===== config.mk =====
export PLATFORM = sky130hd
export DESIGN_NAME = cpn_root_step
export DESIGN_NICKNAME = d
export VERILOG_FILES = /design/src/rtl/cross_product_unit_normal_assert.svh /design/src/rtl/cpn_pkg.sv /design/src/rtl/cpn_root_step.sv
export SDC_FILE = /design/constraint.sdc
export NUM_CORES = 2
export LEC_CHECK = 0
export CORE_AREA = 8 8 549 551
export CTS_BUF_LIST = sky130_fd_sc_hd__clkbuf_16
export CTS_CLUSTER_DIAMETER = 150
export DETAILED_ROUTE_END_ITERATION = 8
export DIE_AREA = 0 0 557 559
export DONT_BUFFER_PORTS = 1
export PLACE_DENSITY_LB_ADDON = 0.08
export SLEW_MARGIN = 20
export SYNTH_ARGS = -nofsm -noshare
export SYNTH_HDL_FRONTEND = slang
export SYNTH_SLANG_ARGS = --single-unit

===== constraint.sdc =====
create_clock -name clk -period 17.8 [get_ports clk]
set_input_delay 0 -clock clk [delete_from_list [all_inputs] [get_ports clk]]
set_output_delay 0 -clock clk [all_outputs]
set_load 0.005 [all_outputs]

===== src/rtl/cross_product_unit_normal_assert.svh =====
// Assertion macros used by the top-level RTL module
`ifndef CROSS_PRODUCT_UNIT_NORMAL_ASSERT_SVH
`define CROSS_PRODUCT_UNIT_NORMAL_ASSERT_SVH

`define CPN_ASSERT_IMPL(lbl, ante, cons) \
  lbl: assert property (@(posedge clk) disable iff (rst) (ante) |-> (cons)) \
    else $error("cpn assertion failed");

`define CPN_ASSERT_LATENCY(lbl, ante, n, cons) \
  lbl: assert property (@(posedge clk) disable iff (rst) (ante) |-> ##n (cons)) \
    else $error("cpn latency check failed");

`endif


===== src/rtl/cpn_pkg.sv =====
package cpn_pkg;

  localparam int unsigned NUM_LANES = 3;

  typedef struct packed {
    logic valid;
    logic deg;
  } cpn_ctl_t;

endpackage


===== src/rtl/cpn_root_step.sv =====
module cpn_root_step #(
  parameter int IN_WIDTH      = 16,
  parameter int OUT_FRAC_BITS = 15,
  parameter int BIT           = 15
) (
  input  logic                                              clk,
  input  logic                                              rst,
  input  cpn_pkg::cpn_ctl_t                                 ctl_in,
  input  logic [cpn_pkg::NUM_LANES-1:0]                     neg_in,
  input  logic [4*IN_WIDTH+1:0]                             len2_in,
  input  logic [cpn_pkg::NUM_LANES-1:0][4*IN_WIDTH+2*OUT_FRAC_BITS+3:0] r_in,
  input  logic [cpn_pkg::NUM_LANES-1:0][4*IN_WIDTH+2*OUT_FRAC_BITS+3:0] p_in,
  input  logic [cpn_pkg::NUM_LANES-1:0][OUT_FRAC_BITS:0]    q_in,
  output cpn_pkg::cpn_ctl_t                                 ctl_out,
  output logic [cpn_pkg::NUM_LANES-1:0]                     neg_out,
  output logic [4*IN_WIDTH+1:0]                             len2_out,
  output logic [cpn_pkg::NUM_LANES-1:0][4*IN_WIDTH+2*OUT_FRAC_BITS+3:0] r_out,
  output logic [cpn_pkg::NUM_LANES-1:0][4*IN_WIDTH+2*OUT_FRAC_BITS+3:0] p_out,
  output logic [cpn_pkg::NUM_LANES-1:0][OUT_FRAC_BITS:0]    q_out
);
  import cpn_pkg::*;

  localparam int WW = 4 * IN_WIDTH + 2 * OUT_FRAC_BITS + 4;

  logic [WW-1:0]        lw;
  logic [WW-1:0]        d [NUM_LANES];
  logic [NUM_LANES-1:0] take;

  assign lw = WW'(len2_in);

  // trial bit: (q + 2^b)^2 L - q^2 L = 2^(b+1) qL + 2^(2b) L
  always_comb begin
    for (int i = 0; i < NUM_LANES; i++) begin
      d[i] = (p_in[i] << (BIT + 1)) + (lw << (2 * BIT));
      take[i] = (d[i] <= r_in[i]);
    end
  end

  always_ff @(posedge clk) begin
    if (rst) begin
      ctl_out <= '0;
    end else begin
      ctl_out <= ctl_in;
    end
  end

  always_ff @(posedge clk) begin
    neg_out  <= neg_in;
    len2_out <= len2_in;
    for (int i = 0; i < NUM_LANES; i++) begin
      r_out[i] <= take[i] ? r_in[i] - d[i] : r_in[i];
      p_out[i] <= take[i] ? p_in[i] + (lw << BIT) : p_in[i];
      q_out[i] <= q_in[i] | ((OUT_FRAC_BITS+1)'(take[i]) << BIT);
    end
  end

endmodule


-- Yosys cells after proc, flatten, opt, wreduce, memory -nomap -nowiden
Cells that the tools add are included.
- flip-flop bits (word level): 707
- input port bits: 709
- output and inout bits: 707
- add/subtract/negate cells: 9
- $lt $le $gt $ge: 3
- multiplexer cells: 6
- bitwise logic cells: 3
- operator list (operator ; count):
    two-way mux 98 bit ; 6
    adder 98 x 81 -> 98 bit ; 3
    adder 98 x 96 -> 98 bit ; 3
    less-or-equal comparator 98 bit ; 3
    subtractor 98 bit ; 3
    OR 16 bit ; 3

-- Logic depth before layout (Yosys ltp)
- word-level depth: 3
- depth in mapped cells: 31
- depth with buffers taken out: 28

-- Worst setup path before layout
Ideal clock, no wire load.
- path type: input to register
- start: input port len2_in[1]
- end: register p_out[97] (netlist name)
- arrival time: 5975 ps
- required time: 17728 ps
- setup slack: 11753 ps
- cell stages on the path: 29
- path buffers: 2
- cells stage by stage: inv_1 -> fa_1 -> nor2b_1 -> o31a_1 -> o21ai_0 -> a211oi_1 -> a21boi_0 -> nor3_1 -> a31oi_1 -> a31oi_1 -> nand3_1 -> o21a_1 -> o21ai_0 -> xnor2_1 -> ha_1 -> clkbuf_1 -> nand2_1 -> nor2_1 -> nand4_1 -> nor4_1 -> nand4_1 -> o211ai_1 -> a31oi_1 -> a21o_1 -> or4b_1 -> clkbuf_2 -> or4_4 -> nor3b_2 -> xor2_1
- word-level cells in the longest chain between the ends: 3
- elaborated cells on any way between the ends: 4
- those cells by class: add/sub (2); order compare (1); mux (1)
- RTL lines (what ; RTL line ; RTL):
    start, declared ; cpn_root_step.sv:10 ; input logic [4*IN_WIDTH+1:0] len2_in,
    adder 98 x 96 -> 98 bit ; cpn_root_step.sv:34 ; d[i] = (p_in[i] << (BIT + 1)) + (lw << (2 * BIT));
    less-or-equal comparator 98 bit ; cpn_root_step.sv:35 ; take[i] = (d[i] <= r_in[i]);
    two-way mux 98 bit * ; cpn_root_step.sv:52 ; p_out[i] <= take[i] ? p_in[i] + (lw << BIT) : p_in[i];
    end signal, assigned by index ; cpn_root_step.sv:52 ;
    end, declared ; cpn_root_step.sv:18 ; output logic [cpn_pkg::NUM_LANES-1:0][4*IN_WIDTH+2*OUT_FRAC_BITS+3:0] p_out,
Every way passes the cells marked *; elsewhere a longest branch is shown, timed or not.
A chain may end at the register's enable or synchronous reset.

-- Final worst setup path
- start: input port len2_in[1]
- end: register r_out[156] (netlist name)
- word-level cells in the longest chain between the ends: 3
- elaborated cells on any way between the ends: 4
- those cells by class: add/sub (2); order compare (1); mux (1)
- RTL lines (what ; RTL line ; RTL):
    adder 98 x 96 -> 98 bit * ; cpn_root_step.sv:34 ;
    subtractor 98 bit / less-or-equal comparator 98 bit (equally long branches) ; cpn_root_step.sv:51, cpn_root_step.sv:35 ;
    two-way mux 98 bit * ; cpn_root_step.sv:51 ; r_out[i] <= take[i] ? r_in[i] - d[i] : r_in[i];
    end signal, assigned by index ; cpn_root_step.sv:51 ;
    end, declared ; cpn_root_step.sv:17 ; output logic [cpn_pkg::NUM_LANES-1:0][4*IN_WIDTH+2*OUT_FRAC_BITS+3:0] r_out,
Marks and branches as above.

==> impl_metrics.py <==
metrics = {
    "synthesis": {
        "ys_seq_area_frac": 0.247,
        "syn_nets": 8829,
        "synth_top_cell_by_area": "dfxtp_1",
        "synth_edf_count": 0,
        "synthArstFlopShare": 0,
        "netlist_top_cells_area": "dfxtp_1 (25%), ha_1 (14%), a21oi_1 (8.7%)",
        "syn_avg_cell_area_sq_um": 7.66,
        "syn-instance-count": 7469,
        "synth_seq_cells": 707,
        "netlist_area_sq_mm": 0.0572,
        "synth.top_cell.area_share": 0.247,
        "synthFlopType": "dfxtp_1",
        "ys_warn_count": 0,
        "yosysUniqueCellTypes": 86,
    },
    "placed_design": {
        "dp_hpwl_um": 302000,
        "pre_cts_slack_ps": 9190,
        "dp.cells": 11087,
        "io_buffers": 0,
        "dpl_cell_area_sq_mm": 0.0611,
        "gp_congestion": 0.900,
    },
    "cts": {
        "clock_sinks": 707,
        "cts_setup_buffers": 0,
        "clk_pin_slew_ps": 60,
        "cts_tree": "done",
        "htree_levels": 3,
        "cts-root-buf": "clkbuf_16",
        "cts_buffers": 104,
        "cts_buffer_depth": 4,
    },
    "power_and_ir_drop": {
        "p_switching_uw": 3570,
        "max-vdd-ir-drop_mv": 0.0831,
        "p_leak_uw": 0.0342,
        "switching_share": 0.428,
        "clkPwrFrac": 0.253,
        "cellInternalPower_uw": 4770,
        "power_density_mw_per_mm2": 103,
        "pwr-share-seq": 0.291,
        "p_comb_frac": 0.456,
    },
    "worst_setup_path": {
        "crit_slowest_cell": "dlygate4sd3_1",
        "slowest_delay_ps": 1230,
        "crit_top_cell": "a21oi_1",
        "path_max_fanout": 172,
        "crit_family": "buffers and inverters",
        "startpoint": "len2_in[1]",
        "crit_end": "r_out[156]",
        "path_buf_inv": 8,
        "path_class": "in2reg",
        "cp.depth": 33,
        "arrival_ps": 10400,
        "critPathLaunchType": "input pin",
        "end_kind": "flip-flop",
        "required_ps": 18600,
    },
    "timing": {
        "fin_tns_setup_ps": 0,
        "rsz0062_at_grt": "false",
        "fmax_mhz": 104,
        "hold_viol_final": 0,
        "worstMarginPinSlew_ps": 1230,
        "setup_slack_ps": 8200,
        "holdWs_ps": 59.9,
        "setup_viol_count_final": 0,
        "maxSlewHeadroom": 0.179,
        "fin_crit_sh": 0.539,
        "final_max_slew_viol_count": 0,
        "final.min_clock_period_ps": 9600,
    },
    "final_layout": {
        "fillers": 32042,
        "area_growth_pct": 41.2,
        "drive_gt1_frac": 0.0330,
        "finalNonFillerCells": 12979,
        "fin_area_sq_mm": 0.0808,
        "nNetsFinal": 10214,
    },
    "detailed_routing": {
        "vias": 64698,
        "ant_nets": 0,
        "via_per_inst": 4.98,
        "wire_per_inst_um": 32.0,
        "initialDrtViolationCount": 4830,
        "dr.pass1.iters": 6,
        "finalWirelength_um": 415000,
        "route.detailed.drc": 0,
    },
    "grt": {
        "grt_util_all_layers": 0.252,
        "grt_max_degree": 225,
        "grt.overflow.total": 0,
        "antenna_found_initial": 121,
        "grt_pass1_wl_um": 553000,
        "grt_pass1_vias": 64237,
    },
    "worst_hold_path": {
        "holdPathStages": 3,
        "hold_class": "in2reg",
    },
    "run": {
        "maxCapViolations": 0,
    },
    "floorplanning": {
        "die_area_sq_mm": 0.311,
        "die_y_um": 559,
        "core_area_sq_mm": 0.293,
        "io_pins": 1416,
        "die_w_um": 557,
        "start_util": 0.196,
        "fp-row-count": 199,
    },
    "outcome": {
        "status": "completed",
    },
}
==> layer usage <==
layer | vias up | track usage | part of all wire
met4 | 22 | 0.0905 | 0.039
met2 | 2440 | 0.436 | 0.48
met3 | 440 | 0.0650 | 0.077
li1 | 30047 | - | -
met1 | 31749 | 0.300 | 0.40
met5 | - | 0 | 0.00034
==> synthesized netlist by cell type (10+ instances only) <==
library cell  number
a21oi_1          994
dfxtp_1          707
nand2_1          686
ha_1             642
nor2_1           605
o21ai_0          591
a21o_1           435
xnor2_1          373
clkbuf_1         288
xor2_1           272
inv_1            242
nand4_1          184
nand3_1          155
o21bai_1         120
nor3_1           115
nand2b_1          84
nor2b_1           83
o21a_1            72
and3_1            70
a31oi_1           68
and2_1            51
a211oi_1          49
o31ai_1           46
nor4_1            38
a21boi_0          35
buf_2             32
o211ai_1          32
or3_1             31
mux2_2            30
a221oi_1          20
a31o_2            20
a41oi_1           20
and4_1            18
or2_2             17
o221ai_1          16
a2111oi_0         13
a211o_1           12
a221o_1           11
nand3b_1          11
o2111ai_1         10
or4_1             10
==> final cells by class <==
| cell class | instances | area [sq um] | area share |
|---|---|---|---|
| clock inverters | 78 | 701 | 0.00867 |
| inverters | 244 | 916 | 0.0113 |
| flip-flops and latches | 707 | 14200 | 0.175 |
| clock buffers | 105 | 2630 | 0.0325 |
| repair buffers | 1606 | 16200 | 0.201 |
| multi-input cells | 6191 | 40900 | 0.507 |
| diodes | 129 | 323 | 0.00400 |
| well taps | 3919 | 4900 | 0.0607 |
==> metrics by stage <==
step,power [uW],util
floorplan,4230,-
global placement,5520,0.209
detailed placement,5490,0.209
CTS,8430,0.275
global route,8840,0.276
finish,8340,0.276
==> power groups by stage <==
| stage | combinational [uW] | clock, uW | sequential [uW] |
|---|---|---|---|
| finish | 3800 | 2110 | 2430 |
| global route | 4130 | 2250 | 2450 |
| CTS | 3780 | 2190 | 2460 |
| detailed placement | 3000 | 0 | 2490 |
| global placement | 3020 | 0 | 2510 |
| floorplan | 2130 | 0 | 2100 |
==> layout by cell type, fill, tap and decap left out, types with 48 or more instances in the layout <==
cell | synthesis | layout
dlygate4sd3_1 | 0 | 1562
dfxtp_1 | 707 | 707
and3_1 | 70 | 70
xnor2_1 | 373 | 373
xor2_1 | 272 | 272
nand2b_1 | 84 | 84
nand2_1 | 686 | 686
ha_1 | 642 | 642
o21ai_0 | 591 | 591
a21o_1 | 435 | 434
a31oi_1 | 68 | 67
diode_2 | 0 | 129
a21oi_1 | 994 | 994
o21a_1 | 72 | 72
nand4_1 | 184 | 184
a211oi_1 | 49 | 48
nor3_1 | 115 | 115
nand3_1 | 155 | 155
clkbuf_16 | 0 | 105
inv_1 | 242 | 252
o21bai_1 | 120 | 120
nor2_1 | 605 | 605
nor2b_1 | 83 | 83
and2_1 | 51 | 51
==> what timing repair did <==
action,CTS,global route
gates resized for setup,0,0
hold buffers,1580,0
endpoints found under the hold margin,707,0
==> how the worst min path moves through the flow <==
| stage | slack (ps) | start | endpoint |
|---|---|---|---|
| 2_1_floorplan | 30 | len2_in[0] | len2_out[0] |
| 3_3_place_gp | 30 | q_in[6] | q_out[6] |
| 3_5_place_dp | 30 | q_in[43] | q_out[43] |
| 4_1_cts | 0.1 | r_in[143] | r_out[143] |
| 5_1_grt | 20 | r_in[168] | r_out[168] |
| 6_report | 60 | r_in[278] | r_out[278] |
==> kinds of logic after synthesis <==
kind of cell | count (synthesis) | share of synthesized area
multiplexers | 37 | 0.00713
XOR/XNOR | 645 | 0.0987
AND/OR/NAND/NOR | 2187 | 0.179
AO/OA/AOI/OAI | 2671 | 0.286
flip-flops | 707 | 0.247
adder cells (fa/ha/maj) | 651 | 0.144
buffers and inverters | 571 | 0.0382
==> flip-flops by register name, indices dropped and copies added (netlist names) <==
register	cells
neg_out	3
q_out	48
ctl_out	2
len2_out	66
p_out	294
r_out	294
No activity file was read; power rests on OpenSTA's default activity.
